<file path="src/rtl/ray_sphere_intersect_unit_assert.svh">
// Assertion macros for the ray-sphere intersection unit
`ifndef RAY_SPHERE_INTERSECT_UNIT_ASSERT_SVH
`define RAY_SPHERE_INTERSECT_UNIT_ASSERT_SVH

// same-cycle implication, sampled on clock, off during reset
`define RSI_CHECK(label, pre, post, msg) \
   label: assert property (@(posedge clock) disable iff (reset) (pre) |-> (post)) \
      else $error(msg);

// implication after a fixed number of cycles
`define RSI_CHECK_AFTER(label, pre, cycles, post, msg) \
   label: assert property (@(posedge clock) disable iff (reset) (pre) |-> ##cycles (post)) \
      else $error(msg);

`endif

</file>
<file path="src/rtl/rsi_pkg.sv">
// Types and constants shared by the ray-sphere intersection unit
`timescale 1ns / 1ps

package rsi_pkg;

   localparam int COORD_W      = 24;
   localparam int DIR_W        = 16;
   localparam int RADIUS_W     = 23;
   localparam int DIST_W       = 27;
   localparam int DIFF_W       = COORD_W + 1;
   localparam int SQ_W         = 2 * COORD_W;
   localparam int CSQ_W        = SQ_W + 2;
   localparam int PROD_W       = DIFF_W + DIR_W;
   localparam int DOT_W        = PROD_W + 2;
   localparam int R2_W         = 2 * RADIUS_W;
   localparam int PROJ_W       = 32;
   localparam int DSQ_W        = 2 * PROJ_W - 2;
   localparam int RAD_W        = 64;
   localparam int ROOT_W       = RAD_W / 2;
   localparam int REM_W        = ROOT_W + 4;
   localparam int FRONT_STAGES = 5;
   localparam int LATENCY      = FRONT_STAGES + ROOT_W + 1;

   localparam int CSR_DATA_W   = 32;
   localparam int CSR_ADDR_W   = 4;
   localparam int CSR_IDX_W    = 2;

   localparam logic [CSR_IDX_W-1:0] CSR_CENTRE_X = 2'd0;
   localparam logic [CSR_IDX_W-1:0] CSR_CENTRE_Y = 2'd1;
   localparam logic [CSR_IDX_W-1:0] CSR_CENTRE_Z = 2'd2;
   localparam logic [CSR_IDX_W-1:0] CSR_RADIUS   = 2'd3;

   localparam logic [RADIUS_W-1:0] RADIUS_RESET = 23'd4096;

   typedef struct packed {
      logic signed [COORD_W-1:0] centre_x;
      logic signed [COORD_W-1:0] centre_y;
      logic signed [COORD_W-1:0] centre_z;
      logic [RADIUS_W-1:0]       radius;
   } sphere_type;

   typedef struct packed {
      logic                     valid;
      logic                     miss;
      logic signed [PROJ_W-1:0] proj;
      logic [RAD_W-1:0]         rad;
      logic [REM_W-1:0]         rem;
      logic [ROOT_W-1:0]        root;
   } cell_type;

endpackage

</file>
<file path="src/rtl/rsi_csr.sv">
// Sphere configuration registers behind the APB-style port
`timescale 1ns / 1ps

module rsi_csr import rsi_pkg::*; (
   input  logic                  clock,
   input  logic                  reset,
   input  logic                  psel,
   input  logic                  penable,
   input  logic                  pwrite,
   input  logic [CSR_ADDR_W-1:0] paddr,
   input  logic [CSR_DATA_W-1:0] pwdata,
   output logic [CSR_DATA_W-1:0] prdata,
   output sphere_type            sphere
);

   sphere_type               sphere_ff;
   sphere_type               sphere_in;
   logic [CSR_IDX_W-1:0]     index;
   logic                     wr_en;

   assign index = paddr[CSR_ADDR_W-1 -: CSR_IDX_W];
   assign wr_en = psel & penable & pwrite;

   always_comb begin
      sphere_in = sphere_ff;
      if (wr_en) begin
         case (index)
            CSR_CENTRE_X: sphere_in.centre_x = pwdata[COORD_W-1:0];
            CSR_CENTRE_Y: sphere_in.centre_y = pwdata[COORD_W-1:0];
            CSR_CENTRE_Z: sphere_in.centre_z = pwdata[COORD_W-1:0];
            CSR_RADIUS:   sphere_in.radius   = pwdata[RADIUS_W-1:0];
            default:      sphere_in = sphere_ff;
         endcase
      end
   end

   always_ff @(posedge clock) begin
      if (reset) begin
         sphere_ff.centre_x <= '0;
         sphere_ff.centre_y <= '0;
         sphere_ff.centre_z <= '0;
         sphere_ff.radius   <= RADIUS_RESET;
      end else begin
         sphere_ff <= sphere_in;
      end
   end

   always_comb begin
      case (index)
         CSR_CENTRE_X: prdata = CSR_DATA_W'(unsigned'(sphere_ff.centre_x));
         CSR_CENTRE_Y: prdata = CSR_DATA_W'(unsigned'(sphere_ff.centre_y));
         CSR_CENTRE_Z: prdata = CSR_DATA_W'(unsigned'(sphere_ff.centre_z));
         CSR_RADIUS:   prdata = CSR_DATA_W'(sphere_ff.radius);
         default:      prdata = '0;
      endcase
   end

   assign sphere = sphere_ff;

endmodule

</file>
<file path="config.mk">
export PLATFORM = sky130hd
export DESIGN_NAME = rsi_csr
export DESIGN_NICKNAME = d
export VERILOG_FILES = /design/src/rtl/ray_sphere_intersect_unit_assert.svh /design/src/rtl/rsi_pkg.sv /design/src/rtl/rsi_csr.sv
export SDC_FILE = /design/constraint.sdc
export NUM_CORES = 1
export LEC_CHECK = 0
export ABC_AREA = 1
export BUFFER_PORTS_ARGS = -buffer_cell sky130_fd_sc_hd__buf_2
export CORE_MARGIN = 5
export CORE_UTILIZATION = 49
export DETAILED_ROUTE_END_ITERATION = 12
export HOLD_SLACK_MARGIN = 0.05
export PLACE_DENSITY = 0.8
export SLEW_MARGIN = 20
export SYNTH_ARGS = -nofsm -noshare
export SYNTH_HDL_FRONTEND = slang
export SYNTH_SLANG_ARGS = --single-unit
</file>
<file path="constraint.sdc">
create_clock -name clock -period 1.1 [get_ports clock]
set_input_delay 0.11 -clock clock [delete_from_list [all_inputs] [get_ports clock]]
set_output_delay 0.11 -clock clock [all_outputs]
set_load 0.02 [all_outputs]
</file>
# After elaboration in Yosys (flattened, before gate mapping)

Index checks and enable logic that the tools add are counted.

Register bits after elaboration: 95
Input port bits: 41
Word-level logic and storage cells: 15
Output and inout port bits: 127

Reductions and logical operators: 5
Bitwise gates (word level): 2
Equal/unequal tests: 3
Mux-type cells: 1

Operator list:

| operator             | count |
|---|---|
| $pmux W32 S4         | 1 |
| $reduce_and A2 Y1    | 4 |
| $eq A2 B2 Y1 const B | 2 |
| $and A1 B1 Y1        | 2 |
| $eq A2 B1 Y1 const B | 1 |
| $logic_not A2 Y1     | 1 |

# Longest topological paths before layout

Depth after elaboration: 3
Depth in mapped cells: 7
Gate-level depth less buffers: 5

# Worst setup path after synthesis

Ideal clock, no wire load.

Path type: input to output
Start: in paddr[3]
End: out prdata[0]
Data required time: 990 ps
Path buffers: 2
Stages on the path: 5
Data arrival time: 875 ps
Setup slack: 115 ps
Cells stage by stage: nor2_1 buf_2 buf_2 nand2_1 nand4_1

Word-level cells in the longest chain between the ends: 2
Elaborated cells between the ends (all ways): 5
Those cells by class: eq/ne (3); mux (1); reduce/logical (1)

RTL lines:

| item                                       | RTL line      | source |
|---|---|---|
| start: declaration                         | rsi_csr.sv:10 | `input logic [CSR_ADDR_W-1:0] paddr,` |
| $eq A2 B2 Y1, or another cell as far along | rsi_csr.sv:49 | `case (index)` |
| $pmux W32 S4 *                             | rsi_csr.sv:49 |  |
| end: declaration                           | rsi_csr.sv:12 | `output logic [CSR_DATA_W-1:0] prdata,` |

Every way passes the cells marked *; elsewhere a longest branch is shown, timed or not. The select of a mux whose other input is x is not followed.

# Worst setup path after layout

Start: reg sphere_ff, in the netlist sphere[12]
End: out prdata[12]

Word-level cells in the longest chain between the ends: 1

RTL lines:

| item                     | RTL line      | source |
|---|---|---|
| start: declaration       | rsi_csr.sv:16 | `sphere_type sphere_ff;` |
| start signal: assignment | rsi_csr.sv:44 | `sphere_ff <= sphere_in;` |
| $pmux W32 S4             | rsi_csr.sv:49 |  |

No other way between the ends. The select of a mux whose other input is x is not followed.

==> key figures <==
Detailed routing
  • Avg Vias per Cell: 5.175
  • DRT Wirelength: 14910 µm
  • Drt initial violations: 301
  • First drt pass iteration count: 5
  • Remaining antenna violation count: 0
  • DRC violations left: 0
  • Drt wl/cell: 15.11 µm
  • Vias after detailed routing: a little over 5k

Yosys
  • Synthesized instance count: 692
  • Mapped Area: 0.004439 mm²
  • Register bit total from synthesis: 95
  • Synth Area per Inst: 6.415 µm²
  • Synth cell types: 15
  • Sequential area share after synthesis: 42.84%
  • Yosys Warn Count: 0

Timing
  • Fmax: 862.7 MHz
  • RSZ-0062 raised after global routing: true
  • Fin. max-slew vios: 0
  • Final worst setup slack: -0.05912 ns
  • Clock skew: 0 ns
  • Final Hold Violating Endpoints: 0
  • Period minus WS final: 1.159 ns
  • Setup-failing EPs final: 23
  • TNS Setup: -0.4700 ns
  • Final Cycle Share: 105.4%

Pwr
  • Seq pwr share: roughly 49%
  • Clk network pwr share: between 30% and 40%
  • Sw frac: 27.05%
  • VDD IR max: 798.0 µV
  • P_int: 5.321 mW
  • Pwr per Cell Area: 1142 mW/mm²
  • Switching pwr: 1.973 mW
  • Leak: ~3.2 nW
  • Logic gate share of total power: ~16%

Clocking
  • CTS max path bufs: 2
  • CTS buffer count: 9
  • TritonCTS clock tree: yes
  • Clock Latency Late Sink: 0.35 ns
  • Clock-pin transition on the worst setup and hold timing paths: approximately 0.08 ns
  • CTS root buffer: clkbuf_8
  • H-tree depth: 3
  • Clock sink count: 95

Outcome
  • Failing checks: setup timing
  • Status: finished, violations left

Run
  • # Max-Cap Violations: 0

Cells and area
  • Share of cells above drive strength 1: 39.48%
  • Final Core Density: 72.86%
  • Number of diodes: 0
  • Multi-input gate area: 0.002200 mm²
  • Leading cell type in the layout, fill and taps excluded: nor2_1
  • Fillers: between 600 and 700
  • Largest register FFs: 95
  • Layout area overhead: 43.83%
  • Most frequent cells in the layout: 188 x nor2_1, 186 x nand2_1, 111 x buf_2
  • Post-layout nets: a little over 900
  • Register area: 0.002016 mm²

Critical path
  • CP cell instances: nand2_1 -> nand4_1 -> buf_6
  • Critical Path Start Type: flop
  • Crit path DAT: 1.05 ns
  • Crit path max fanout: 3
  • Worst R2R Path Depth: 4
  • Reg2Reg Setup Slack: 0.25 ns
  • Worst EP required: 0.99 ns
  • CP peak stage delay: approximately 0.35 ns
  • Critical path's slowest cell: dfxtp_2
  • Crit. End Element: primary output
  • Crit path kind: reg -> out

Placed design
  • RePlAce Congestion: around 0.80
  • Pre-CTS setup slack: -0.07864 ns
  • PortBufs: between 100 and 150
  • Dpl hpwl: 9123 µm

Floorplanning
  • FP Rows: 34
  • Ports: 168
  • Core ar.: ~0.0088 mm²
  • Die area: 0.01106 mm²
  • Die height: 105.2 µm
  • Starting density of the core: roughly half
  • DIE WIDTH: 105.2 µm

Hold path
  • Hold path depth: 5
  • Hold crit path type: in -> reg

Global route
  • Vias in the first global route: 4665
  • Gr usage total: a little under a quarter
  • Antenna violations before repair: 0
  • First-pass GRT wire length: 22120 µm
  • GRT overflow: 0
  • Largest net degree at the start of global routing: 52
==> metrics by stage <==
stage          hold WS (ns)  cell area [µm²]  cells  power (mW)
2_1_floorplan        0.2362             4466    699       4.275
3_3_place_gp         0.3651             5421    928       4.598
3_5_place_dp         0.3652             5421    928       4.623
4_1_cts             0.09153             5991    965       7.187
5_1_grt              0.1348             6385    987       7.535
6_report             0.1027             6385    987       7.294
==> what timing repair did <==
action / 4_1_cts / 5_1_grt
setup buffers: 20 / 19
hold buffers: 1 / 0
gates cloned: 1 / 4
hold endpoints to repair: 1 / 0
endpoints found under the setup margin: 24 / 29
pin swaps: 15 / 29
resized for setup: 105 / 62
==> synth_stat cells <==
master | number | share of area (%)
nand2_1 | 195 | 16
nor2_1 | 192 | 16
nand3_1 | 96 | 11
dfxtp_1 | 95 | 43
inv_1 | 26 | 2.2
buf_2 | 24 | 2.7
nand4_1 | 23 | 3.2
buf_4 | 19 | 3.2
buf_1 | 9 | 0.76
nor2_2 | 4 | 0.56
clkbuf_1 | 3 | 0.25
inv_2 | 3 | 0.25
conb_1 | 1 | 0.084
nand3_2 | 1 | 0.23
o21ai_0 | 1 | 0.11
==> cell type report <==
cell class,instances,area share [%]
multi-input combinational,520,34.45
sequential,95,31.57
tap,108,2.116
timing repair buffer,220,26.73
clock buffer,10,2.156
clock inverter,5,1.274
inverter,29,1.705
==> kinds of logic (layout without fill, tap and decap cells) <==
kind of cell	Yosys count	after routing	share of synthesized area [%]
flip-flops	95	95	42.84
AND/OR/NAND/NOR	511	511	47.58
other	1	8	0.08447
AO/OA/AOI/OAI	1	1	0.1126
buffers and inverters	84	264	9.386
==> worst paths after layout <==
| path | from | endpoint |
|---|---|---|
| min reg2reg | sphere[5] | sphere[5] |
| max | sphere[12] | prdata[12] |
| min | pwdata[23] | sphere[70] |
| max reg2reg | sphere[26] | sphere[26] |
==> routing by layer <==
metal  wire length (µm)  track usage [%]  vias up
met5                  0                0        -
met3               1404            5.857       23
met2               7206            40.75      251
met4                241            7.397        0
li1                   -                -     2508
met1               6056            29.43     2326
==> critical path, delay by kind of cell, from the launching register on <==
kind                   cells  cell delay [ns]
buffers and inverters      1             0.16
DFF                        1             0.35
and+or+nand+nor            2             0.19
==> power groups by stage <==
stage | combinational, mW | clock [mW] | sequential, mW
after global routing | 1.25 | 2.69 | 3.59
after detailed placement | 0.970 | 0 | 3.65
final | 1.16 | 2.55 | 3.59
after CTS | 1.04 | 2.57 | 3.58
after global placement | 0.950 | 0 | 3.65
after floorplan | 0.541 | 0 | 3.73
Power figures use the tool's default switching activity.
