===== config.mk =====
export PLATFORM = sky130hd
export DESIGN_NAME = rsi_sqrt_cell
export DESIGN_NICKNAME = d
export VERILOG_FILES = /design/src/rtl/ray_sphere_intersect_unit_assert.svh /design/src/rtl/rsi_pkg.sv /design/src/rtl/rsi_sqrt_cell.sv
export SDC_FILE = /design/constraint.sdc
export NUM_CORES = 1
export LEC_CHECK = 0
export BUFFER_PORTS_ARGS = -buffer_cell sky130_fd_sc_hd__buf_2
export CORE_ASPECT_RATIO = 1.5
export CORE_MARGIN = 5
export CORE_UTILIZATION = 43
export DETAILED_ROUTE_END_ITERATION = 8
export GPL_TIMING_DRIVEN = 0
export PLACE_DENSITY = 0.82
export SETUP_SLACK_MARGIN = 0.15
export SYNTH_ARGS = -nofsm -noshare
export SYNTH_HDL_FRONTEND = slang
export SYNTH_SLANG_ARGS = --single-unit

===== constraint.sdc =====
create_clock -name clock -period 6.53 [get_ports clock]
set_input_delay 0.9795 -clock clock [delete_from_list [all_inputs] [get_ports clock]]
set_output_delay 0.9795 -clock clock [all_outputs]
set_load 0.02 [all_outputs]

===== src/rtl/ray_sphere_intersect_unit_assert.svh =====
// Assertion macros for the ray-sphere intersection unit
`ifndef RAY_SPHERE_INTERSECT_UNIT_ASSERT_SVH
`define RAY_SPHERE_INTERSECT_UNIT_ASSERT_SVH

// same-cycle implication, sampled on clock, off during reset
`define RSI_CHECK(label, pre, post, msg) \
   label: assert property (@(posedge clock) disable iff (reset) (pre) |-> (post)) \
      else $error(msg);

// implication after a fixed number of cycles
`define RSI_CHECK_AFTER(label, pre, cycles, post, msg) \
   label: assert property (@(posedge clock) disable iff (reset) (pre) |-> ##cycles (post)) \
      else $error(msg);

`endif


===== src/rtl/rsi_pkg.sv =====
// Types and constants shared by the ray-sphere intersection unit
`timescale 1ns / 1ps

package rsi_pkg;

   localparam int COORD_W      = 24;
   localparam int DIR_W        = 16;
   localparam int RADIUS_W     = 23;
   localparam int DIST_W       = 27;
   localparam int DIFF_W       = COORD_W + 1;
   localparam int SQ_W         = 2 * COORD_W;
   localparam int CSQ_W        = SQ_W + 2;
   localparam int PROD_W       = DIFF_W + DIR_W;
   localparam int DOT_W        = PROD_W + 2;
   localparam int R2_W         = 2 * RADIUS_W;
   localparam int PROJ_W       = 32;
   localparam int DSQ_W        = 2 * PROJ_W - 2;
   localparam int RAD_W        = 64;
   localparam int ROOT_W       = RAD_W / 2;
   localparam int REM_W        = ROOT_W + 4;
   localparam int FRONT_STAGES = 5;
   localparam int LATENCY      = FRONT_STAGES + ROOT_W + 1;

   localparam int CSR_DATA_W   = 32;
   localparam int CSR_ADDR_W   = 4;
   localparam int CSR_IDX_W    = 2;

   localparam logic [CSR_IDX_W-1:0] CSR_CENTRE_X = 2'd0;
   localparam logic [CSR_IDX_W-1:0] CSR_CENTRE_Y = 2'd1;
   localparam logic [CSR_IDX_W-1:0] CSR_CENTRE_Z = 2'd2;
   localparam logic [CSR_IDX_W-1:0] CSR_RADIUS   = 2'd3;

   localparam logic [RADIUS_W-1:0] RADIUS_RESET = 23'd4096;

   typedef struct packed {
      logic signed [COORD_W-1:0] centre_x;
      logic signed [COORD_W-1:0] centre_y;
      logic signed [COORD_W-1:0] centre_z;
      logic [RADIUS_W-1:0]       radius;
   } sphere_type;

   typedef struct packed {
      logic                     valid;
      logic                     miss;
      logic signed [PROJ_W-1:0] proj;
      logic [RAD_W-1:0]         rad;
      logic [REM_W-1:0]         rem;
      logic [ROOT_W-1:0]        root;
   } cell_type;

endpackage


===== src/rtl/rsi_sqrt_cell.sv =====
// One cell of the square-root chain: settles one root bit per cycle
`timescale 1ns / 1ps

module rsi_sqrt_cell import rsi_pkg::*; (
   input  logic     clock,
   input  logic     reset,
   input  cell_type cell_prev,
   output cell_type cell_next
);

   cell_type         cell_in, cell_ff;
   logic [REM_W-1:0] rem_sh;
   logic [REM_W-1:0] trial;
   logic             take;

   assign rem_sh = {cell_prev.rem[REM_W-3:0], cell_prev.rad[RAD_W-1 -: 2]};
   assign trial  = {{(REM_W-ROOT_W-2){1'b0}}, cell_prev.root, 2'b01};
   assign take   = rem_sh >= trial;

   always_comb begin
      cell_in      = cell_prev;
      cell_in.rad  = {cell_prev.rad[RAD_W-3:0], 2'b00};
      cell_in.rem  = take ? rem_sh - trial : rem_sh;
      cell_in.root = {cell_prev.root[ROOT_W-2:0], take};
   end

   always_ff @(posedge clock) begin
      if (reset) begin
         cell_ff.valid <= 1'b0;
      end else begin
         cell_ff <= cell_in;
      end
   end

   assign cell_next = cell_ff;

endmodule


# == Word level (Yosys, flattened, before mapping) ==
# Cells that the tools add are included.
# Widths: inputs -> output; s select.
# op_classes
addsub,1
multipliers,0
div,0
n_lt_le_gt_ge,1
n_eq_ne,0
n_shift,0
mux,1
n_bitwise,0
n_reduce_logical,0
# ops
op,n
$ge 36x34->1,1
$mux 36,1
$sub 36x34->36,1
# totals
reg_bits,164
latch_bits,0
ramBits,0
rom_bits,0
input_bits,168
output_inout_bits,166
wordCells,9
memories,0

# == Depth between registers and ports, before layout ==
# Gate-level depths: netlist of run 1.
# logic_depth
depth_word,2
depth_mapped,14
mapped_depth_nobuf,12

# == Worst setup path before layout of run 1 ==
# Ideal clock, no wire load.
# synth_timing
path_type,input -> register
startpoint,input reset
endpoint,register cell_ff (netlist bit cell_next[0]) (enable)
setup_time_ns,0.515
arrival_ns,4.123
t_required_ns,6.015
setup_slack_ns,1.892
path_stages,1
n_path_buf,0
path_cell_list,inv_1
# synth_lines
element,line,source
start: declaration,rsi_sqrt_cell.sv:6,"input logic reset,"
end signal: assignment,rsi_sqrt_cell.sv:31,cell_ff <= cell_in;
end: declaration,rsi_sqrt_cell.sv:11,"cell_type cell_in, cell_ff;"
# No word-level cell between the ends.

==> results of run 1 <==
cells by family (layout without fill, tap and decap cells):
kind of cell             count (synthesis)  after routing  synth area share, %
buffers and inverters                   63            425                 3.59
AO/OA/AOI/OAI                          135            135                 11.8
XOR/XNOR                                33             33                 3.95
adder cells (fa/ha/maj)                 34             34                 5.82
flip-flops                             164            164                 67.2
other                                    1              8               0.0513
multiplexers                             1              1                0.154
AND/OR/NAND/NOR                        118            118                 7.41
synthesized netlist by cell type (2+ instances only):
cell,n,area [µm²]
a211oi_1,4,30.0
a21o_1,15,113
a21oi_1,53,265
a221oi_1,2,17.5
a311oi_1,2,17.5
a31oi_1,5,31.3
and2_1,5,31.3
and3_1,6,37.5
buf_2,3,15.0
buf_4,2,15.0
buf_6,2,22.5
clkbuf_1,10,37.5
edfxtp_1,163,4890
ha_1,34,425
inv_1,45,169
nand2_1,35,131
nand2b_1,4,25.0
nand3_1,8,40.0
nand4_1,7,43.8
nor2_1,38,143
nor2b_1,3,18.8
nor3_1,7,35.0
o21a_1,3,22.5
o21ai_0,27,135
o21bai_1,7,52.6
o31ai_1,3,22.5
xnor2_1,19,166
xor2_1,14,123
metal layers:
metal | routed length [µm] | global-route usage [%]
met4 | 589 | 7.82
met2 | 11600 | 38.5
met1 | 7270 | 21.5
met3 | 2370 | 9.63
met5 | 126 | 0
worst min-delay path by stage:
stage | startpoint | cells after the start | end
3_5_place_dp | cell_prev[161] | 1 | cell_next[161]$_DFFE_PN_
3_3_place_gp | reset | 2 | cell_next[165]$_SDFF_PP0_
5_1_grt | cell_prev[150] | 1 | cell_next[150]$_DFFE_PN_
2_1_floorplan | reset | 1 | cell_next[165]$_SDFF_PP0_
4_1_cts | cell_prev[129] | 1 | cell_next[131]$_DFFE_PN_
6_report | cell_prev[125] | 1 | cell_next[127]$_DFFE_PN_
power by group through the flow:
stage               registers, mW  logic [mW]  clock network [mW]
finish                       1.30       0.574               0.978
global route                 1.31       0.622                1.05
CTS                          1.31       0.578               0.998
detailed placement           1.33       0.575                   0
global placement             1.33       0.564                   0
floorplan                    1.47       0.214                   0
cell type report:
type	instances	share of cell area, %
diodes	6	0.152
plain buffers	17	0.913
clock buffers	17	4.31
clock inverters	15	1.64
inverters	46	1.80
multi-input cells	323	21.7
flip-flops and latches	164	49.8
well taps	210	2.66
repair buffers	330	17.0
metrics by stage:
stage	setup slack [ps]	cell area, µm²	utilization, %	power (mW)	hold slack, ps
final	2440	9860	58.8	2.86	724
after global routing	2260	9860	58.8	2.99	701
after CTS	2480	9850	58.7	2.88	707
after detailed placement	2050	9260	55.2	1.90	1160
after global placement	657	9230	55.0	1.90	1150
after floorplan	1890	7320	-	1.68	1050
==> flow_metrics.env, run 1 <==
export IMPL_slowest_delay_ps=410
export IMPL_seqPwrFrac_pct=45.7
export IMPL_maxSlewHeadroom_pct=47.7
export IMPL_die_h_um=170
export IMPL_p_per_area_nw_per_um2=290
export IMPL_syn_inst=549
export IMPL_worstPathArrival_ps=4250
export IMPL_synth_edf_count=163
export IMPL_cp_end_kind="flop"
export IMPL_fillers=1398
export IMPL_post_cts_repair_setup_buffers=0
export IMPL_grt_pass1_wl_mm=31.7
export IMPL_final_antenna_net_count=0
export IMPL_swShare_pct=30.1
export IMPL_p_int_mw=2.00
export IMPL_syn_to_final_growth_pct=34.8
export IMPL_grt_max_degree=112
export IMPL_final_cell_mix="buf_2 (332), edfxtp_1 (163), a21oi_1 (53)"
export IMPL_cp_max_fo=10
export IMPL_layout_commonest_cell="buf_2"
export IMPL_path_buf_inv=5
export IMPL_worst_setup_path_start_kind="input port"
export IMPL_fin_setup_tns_ps=0
export IMPL_initial_core_util_pct=43.6
export IMPL_crit_start="cell_prev[11]"
export IMPL_post_cts_resized=0
export IMPL_yosysSeqAreaShare_pct=67.2
export IMPL_cts_buffers_inserted=17
export IMPL_p_comb_share_pct=20.1
export IMPL_largest_reg_flops=164
export IMPL_cpMaxStageDelayCell="a311oi_1"
export IMPL_avgSynthCellArea_um2=13.3
export IMPL_worstMarginPinSlew_ps=777
export IMPL_post_place_cells=1090
export IMPL_dp_hpwl_mm=17.6
export IMPL_std_cell_rows=58
export IMPL_cts_tree="built"
export IMPL_slew_viol_final=0
export IMPL_multiInputGateArea_um2=2140
export IMPL_hold_viol=0
export IMPL_worst_path_stages=15
export IMPL_synth_cell_type_count=51
export IMPL_yosys_warnings=0
export IMPL_fin_cells=1128
export IMPL_cap_violations=0
export IMPL_io_pins=334
export IMPL_setup_viol=0
export IMPL_drive_above_1_share_pct=41.4
export IMPL_clock_fmax_ghz=0.244
export IMPL_power_switching_mw=0.858
export IMPL_first_global_vias=5793
export IMPL_gp_congestion=0.928
export IMPL_synth_ff_type="edfxtp_1"
export IMPL_clk_path_buf_depth=2
export IMPL_die_x_um=116
export IMPL_yosys_register_bits=164
export IMPL_design_core_area_um2=16800
export IMPL_status="finished, final reports clean"
export IMPL_drc_errors=0
export IMPL_routed_wl_mm=21.9
export IMPL_antenna_found_initial=15
export IMPL_cts_hold_buf=0
export IMPL_rsz0062_at_grt="no"
export IMPL_min_period_ps=4090
export IMPL_hp_class="input port to flop"
export IMPL_async_flop_share_pct=0
export IMPL_netlist_area_um2=7310
export IMPL_cts_sinks=164
export IMPL_p_leak_nw=4.40
export IMPL_vias_per_cell=5.09
export IMPL_port_buffers=329
export IMPL_route_vias_total=5739
export IMPL_criticalPathCategory="input port to flop"
export IMPL_seq_area_um2=4910
export IMPL_cts_root_buf="clkbuf_16"
export IMPL_grt_overflow=0
export IMPL_cp_top_family="compound AO/OA/AOI/OAI gates"
export IMPL_dieArea_um2=19800
export IMPL_irDropWorstVdd_uv=169
export IMPL_post_route_period_util_pct=62.7
export IMPL_drt_iter0_markers=477
export IMPL_p_clk_share_pct=34.3
export IMPL_required_ps=6690
export IMPL_drt_first_pass_iters=5
export IMPL_cts_max_level=4
export IMPL_clk_pin_slew_ps=80
export IMPL_nets=1101
export IMPL_worstSetupEndpoint="cell_next[46]$_DFFE_PN_"
export IMPL_cp_cell_sequence="buf_2, inv_1, ha_1, clkbuf_1, a21oi_1, o21ai_0, a311oi_1, nor2_1, a211oi_1, o31ai_2, a21oi_4, inv_2, clkbuf_1, nor2_1, a21oi_1"
export IMPL_post_drt_wl_per_cell_um=19.5
export IMPL_grt_total_usage_pct=21.5
No activity file was read; power rests on OpenSTA's default activity.
==> run 2: changes to the inputs <==
--- a/config.mk
+++ b/config.mk
@@ -11,7 +11,7 @@
 export CORE_UTILIZATION = 43
 export DETAILED_ROUTE_END_ITERATION = 8
 export GPL_TIMING_DRIVEN = 0
-export PLACE_DENSITY = 0.82
+export PLACE_DENSITY = 0.85
 export SETUP_SLACK_MARGIN = 0.15
 export SYNTH_ARGS = -nofsm -noshare
 export SYNTH_HDL_FRONTEND = slang
==> constraint.sdc (replaced) <==
create_clock -name clock -period 3.3 [get_ports clock]
set_input_delay 0.495 -clock clock [delete_from_list [all_inputs] [get_ports clock]]
set_output_delay 0.495 -clock clock [all_outputs]
set_load 0.02 [all_outputs]
==> flow_metrics.env, run 2 (synthesis gave the netlist of run 1 again) <==
export IMPL_post_route_period_util_pct=91.0
export IMPL_cts_buffers_inserted=17
export IMPL_path_buf_inv=6
export IMPL_hold_depth=1
export IMPL_initial_core_util_pct=43.6
export IMPL_post_drt_wl_per_cell_um=19.6
export IMPL_cp_max_fo=10
export IMPL_setup_viol=0
export IMPL_maxSlewHeadroom_pct=38.2
export IMPL_clk_path_buf_depth=2
export IMPL_vias_per_cell=5.09
export IMPL_die_x_um=116
export IMPL_drt_first_pass_iters=5
export IMPL_rsz0062_at_grt="yes"
export IMPL_cts_sinks=164
export IMPL_p_leak_nw=4.47
export IMPL_worstMarginPinSlew_ps=925
export IMPL_cp_end_kind="flop"
export IMPL_routed_wl_met2_mm=12.1
export IMPL_wl_met1_mm=7.39
export IMPL_cpMaxStageDelayCell="a311oi_2"
export IMPL_die_h_um=170
export IMPL_top_layer="met5"
export IMPL_slew_viol_final=0
export IMPL_hold_start="cell_prev[111]"
export IMPL_worstPathArrival_ps=3240
export IMPL_final_antenna_net_count=0
export IMPL_grt_total_usage_pct=21.4
export IMPL_dieArea_um2=19800
export IMPL_cp_cell_sequence="buf_2, inv_1, ha_1, clkbuf_1, a21oi_2, o21ai_0, a311oi_2, nor2_1, a211oi_2, o31ai_4, a21oi_4, inv_2, buf_6, buf_6, a21oi_1"
export IMPL_cp_top_family="compound AO/OA/AOI/OAI gates"
export IMPL_irDropWorstVdd_uv=347
export IMPL_fin_setup_tns_ps=0
export IMPL_holdPathEnd="cell_next[113]$_DFFE_PN_"
export IMPL_largest_reg_flops=164
export IMPL_antenna_found_initial=6
export IMPL_layout_commonest_cell="buf_2"
export IMPL_first_global_vias=5857
export IMPL_cts_tree="built"
export IMPL_min_period_ps=3000
export IMPL_clk_pin_slew_ps=80
export IMPL_clock_fmax_ghz=0.333
export IMPL_worst_setup_path_start_kind="input port"
export IMPL_std_cell_rows=58
export IMPL_power_total_mw=5.78
export IMPL_pre_cts_ws_ps=-698
export IMPL_fin_util_pct=59.7
export IMPL_grt_overflow=0
export IMPL_drt_iter0_markers=362
export IMPL_nets=1109
export IMPL_final_area_um2=10000
export IMPL_status="finished, final reports clean"
export IMPL_hp_class="input port to flop"
export IMPL_io_pins=334
export IMPL_cts_root_buf="clkbuf_16"
export IMPL_placed_area_um2=9290
export IMPL_grt_pass1_wl_mm=31.5
export IMPL_cts_max_level=4
export IMPL_fin_ws_ps=296
export IMPL_timing_critical_path_mode_cell="buf_6"
export IMPL_gp_congestion=0.832
export IMPL_dp_hpwl_mm=17.5
export IMPL_grt_max_degree=49
export IMPL_criticalPathCategory="input port to flop"
export IMPL_routed_wl_met3_mm=2.07
export IMPL_design_core_area_um2=16800
export IMPL_drc_errors=0
export IMPL_syn_to_final_growth_pct=36.7
export IMPL_drive_above_1_share_pct=43.0
export IMPL_routed_wl_mm=22.1
export IMPL_final_cell_mix="buf_2 (331), edfxtp_1 (163), a21oi_1 (52)"
export IMPL_required_ps=3540
export IMPL_cap_violations=0
export IMPL_port_buffers=329
export IMPL_hold_viol=0
export IMPL_route_vias_total=5752
export IMPL_crit_start="cell_prev[11]"
export IMPL_slowest_delay_ps=380
export IMPL_p_per_area_nw_per_um2=578
[run 2: changes by cell type in the layout (fill, tap and decap cells not counted), sizes merged]
cell | previous run | this run
buf | 337 | 345
diode | 6 | 1
clkinv | 8 | 5
bufinv | 0 | 1
clkinvlp | 0 | 1
inv | 53 | 54
[run 2: area by class of cell]
| class | instances | area (µm²) |
|---|---|---|
| inverters | 46 | 176 |
| repair buffers | 338 | 1750 |
| flip-flops and latches | 164 | 4910 |
| well taps | 210 | 263 |
| fillers | 1366 | 6760 |
| multi-input cells | 323 | 2190 |
| clock buffers | 17 | 425 |
| diodes | 1 | 2.50 |
| clock inverters | 15 | 179 |
| plain buffers | 17 | 96.3 |
[run 2: power by group]
group / internal, mW / switching, mW
Clock: 1.09 / 0.940
Sequential: 2.53 / 0.0485
Combinational: 0.426 / 0.740
Total: 4.05 / 1.73
[run 2: metrics by stage]
step           cells  hold slack [ps]
6_report        1131              247
5_1_grt         1131              227
2_1_floorplan    550              567
3_3_place_gp    1089              671
3_5_place_dp    1092              673
4_1_cts         1129              228
[run 2: layer usage]
| layer | up-vias | GRT usage [%] |
|---|---|---|
| met1 | 2693 | 22.2 |
| li1 | 2752 | - |
| met3 | 39 | 6.17 |
| met5 | - | 0 |
| met4 | 10 | 7.22 |
| met2 | 258 | 40.3 |
[run 2: worst max path at each step]
stage | slack, ps | cells after the start | endpoint
floorplan | 50 | 1 | cell_next[0]$_DFFE_PN_
global placement | -1070 | 2 | cell_next[30]$_DFFE_PN_
detailed placement | -700 | 14 | cell_next[51]$_DFFE_PN_
CTS | 100 | 15 | cell_next[51]$_DFFE_PN_
global route | 140 | 15 | cell_next[51]$_DFFE_PN_
finish | 300 | 15 | cell_next[51]$_DFFE_PN_
[run 2: what timing repair did]
action	4_1_cts	5_1_grt
resized for setup	4	15
setup endpoints to repair	37	23
buffers inserted	5	1
pin swaps	2	1
endpoints found under the hold margin	0	0
hold buffers	0	0
==> run 3: changes to the inputs <==
--- a/config.mk
+++ b/config.mk
@@ -6,12 +6,13 @@
 export NUM_CORES = 1
 export LEC_CHECK = 0
 export BUFFER_PORTS_ARGS = -buffer_cell sky130_fd_sc_hd__buf_2
+export CAP_MARGIN = 20
 export CORE_ASPECT_RATIO = 1.5
 export CORE_MARGIN = 5
 export CORE_UTILIZATION = 43
 export DETAILED_ROUTE_END_ITERATION = 8
 export GPL_TIMING_DRIVEN = 0
-export PLACE_DENSITY = 0.85
+export PLACE_DENSITY = 0.82
 export SETUP_SLACK_MARGIN = 0.15
 export SYNTH_ARGS = -nofsm -noshare
 export SYNTH_HDL_FRONTEND = slang
==> constraint.sdc (replaced) <==
create_clock -name clock -period 2.86 [get_ports clock]
set_input_delay 0.429 -clock clock [delete_from_list [all_inputs] [get_ports clock]]
set_output_delay 0.429 -clock clock [all_outputs]
set_load 0.02 [all_outputs]
==> flow_metrics.env, run 3 (synthesis gave the netlist of run 1 again) <==
export IMPL_drc_errors=0
export IMPL_slew_viol_final=0
export IMPL_route_vias_total=5859
export IMPL_die_x_um=116
export IMPL_criticalPathCategory="input port to flop"
export IMPL_post_route_period_util_pct=94.4
export IMPL_setup_viol=0
export IMPL_die_h_um=170
export IMPL_cts_hold_buf=0
export IMPL_drt_first_pass_iters=4
export IMPL_hold_start="cell_prev[68]"
export IMPL_nets=1115
export IMPL_syn_to_final_growth_pct=40.9
export IMPL_fillers=1354
export IMPL_cp_end_kind="flop"
export IMPL_cts_buffers_inserted=17
export IMPL_cpMaxStageDelayCell="or4_4"
export IMPL_first_global_vias=6141
export IMPL_antenna_found_initial=9
export IMPL_placed_area_um2=9460
export IMPL_clk_pin_slew_ps=80
export IMPL_slowest_delay_ps=500
export IMPL_grt_total_usage_pct=21.7
export IMPL_worstMarginPinSlew_ps=821
export IMPL_post_drt_wl_per_cell_um=19.8
export IMPL_grt_pass1_wl_mm=32.4
export IMPL_clock_fmax_ghz=0.370
export IMPL_vias_per_cell=5.14
export IMPL_drt_iter0_markers=462
export IMPL_required_ps=3030
export IMPL_final_area_um2=10300
export IMPL_rsz0062_at_grt="yes"
export IMPL_status="finished, final reports clean"
export IMPL_worstPathArrival_ps=2870
export IMPL_cp_max_fo=6
export IMPL_cts_root_buf="clkbuf_16"
export IMPL_dieArea_um2=19800
export IMPL_initial_core_util_pct=43.6
export IMPL_irDropWorstVdd_uv=409
export IMPL_p_leak_nw=4.54
export IMPL_layout_commonest_cell="buf_2"
export IMPL_holdPathEnd="cell_next[70]$_DFFE_PN_"
export IMPL_cts_max_level=4
export IMPL_hold_depth=1
export IMPL_std_cell_rows=58
export IMPL_maxSlewHeadroom_pct=45.1
export IMPL_hold_viol=0
export IMPL_largest_reg_flops=164
export IMPL_dp_hpwl_mm=17.4
export IMPL_grt_overflow=0
export IMPL_clk_path_buf_depth=2
export IMPL_gp_congestion=0.873
export IMPL_p_per_area_nw_per_um2=645
export IMPL_cp_cell_sequence="buf_2, ha_4, a21o_1, or4_4, and2_4, o41ai_4, buf_4, o21ai_2, a221oi_2, xor2_1, o21ai_0"
export IMPL_routed_wl_mm=22.6
export IMPL_cts_tree="built"
export IMPL_worst_setup_path_start_kind="input port"
export IMPL_grt_max_degree=49
export IMPL_final_cell_mix="buf_2 (330), edfxtp_1 (163), inv_1 (42)"
export IMPL_min_period_ps=2700
export IMPL_final_antenna_net_count=0
export IMPL_port_buffers=329
export IMPL_cap_violations=0
export IMPL_drive_above_1_share_pct=48.2
export IMPL_hp_class="input port to flop"
export IMPL_io_pins=334
export IMPL_path_buf_inv=2
export IMPL_cp_top_family="compound AO/OA/AOI/OAI gates"
export IMPL_whs_ps=169
export IMPL_design_core_area_um2=16800
export IMPL_cts_sinks=164
## run 3: worst max path at each step
stage | startpoint | endpoint | slack (ps) | cells past startpoint
final | cell_prev[37] | cell_next[56]$_DFFE_PN_ | 160 | 11
after global routing | cell_prev[37] | cell_next[66]$_DFFE_PN_ | 100 | 10
after CTS | cell_prev[20] | cell_next[66]$_DFFE_PN_ | 140 | 13
after detailed placement | cell_prev[11] | cell_next[51]$_DFFE_PN_ | -830 | 15
after global placement | reset | cell_next[155]$_DFFE_PN_ | -1440 | 2
after floorplan | reset | cell_next[0]$_DFFE_PN_ | -320 | 1
## run 3: report_power, final
group | total [mW] | leakage (nW) | internal [mW] | switching (mW)
clock | 2.24 | 0.287 | 1.17 | 1.07
combinational | 1.43 | 2.65 | 0.541 | 0.886
sequential | 2.98 | 1.60 | 2.92 | 0.0576
total | 6.65 | 4.54 | 4.63 | 2.02
## run 3: timing repair
action | 4_1_cts | 5_1_grt
pin swaps | 7 | 10
gates cloned | 0 | 0
resized for setup | 18 | 31
setup endpoints to repair | 37 | 37
setup buffers | 11 | 1
## run 3: through the flow
| stage | total power [mW] | setup TNS [ps] | utilization (%) | instances | setup slack, ps |
|---|---|---|---|---|---|
| floorplan | 3.88 | -53540 | - | 550 | -323 |
| global placement | 4.35 | -257150 | 56.0 | 1089 | -1440 |
| detailed placement | 4.38 | -24260 | 56.4 | 1092 | -832 |
| CTS | 6.67 | 0 | 60.8 | 1135 | 137 |
| global route | 6.95 | 0 | 61.5 | 1140 | 104 |
| finish | 6.65 | 0 | 61.5 | 1140 | 160 |
## run 3: area by class of cell
type / instances / area [µm²] / share of cell area (%)
flip-flops and latches: 164 / 4910 / 47.7
inverters: 46 / 181 / 1.76
plain buffers: 17 / 131 / 1.27
diodes: 4 / 10.0 / 0.0971
repair buffers: 344 / 1800 / 17.5
clock inverters: 15 / 156 / 1.52
clock buffers: 17 / 425 / 4.13
multi-input cells: 323 / 2430 / 23.5
well taps: 210 / 263 / 2.55
## run 3: routing by layer
metal / track usage [%] / part of all wire, %
met4: 8.53 / 3.1
met3: 7.06 / 8.9
met2: 40.7 / 54
met1: 21.7 / 34
met5: 0 / 0.26
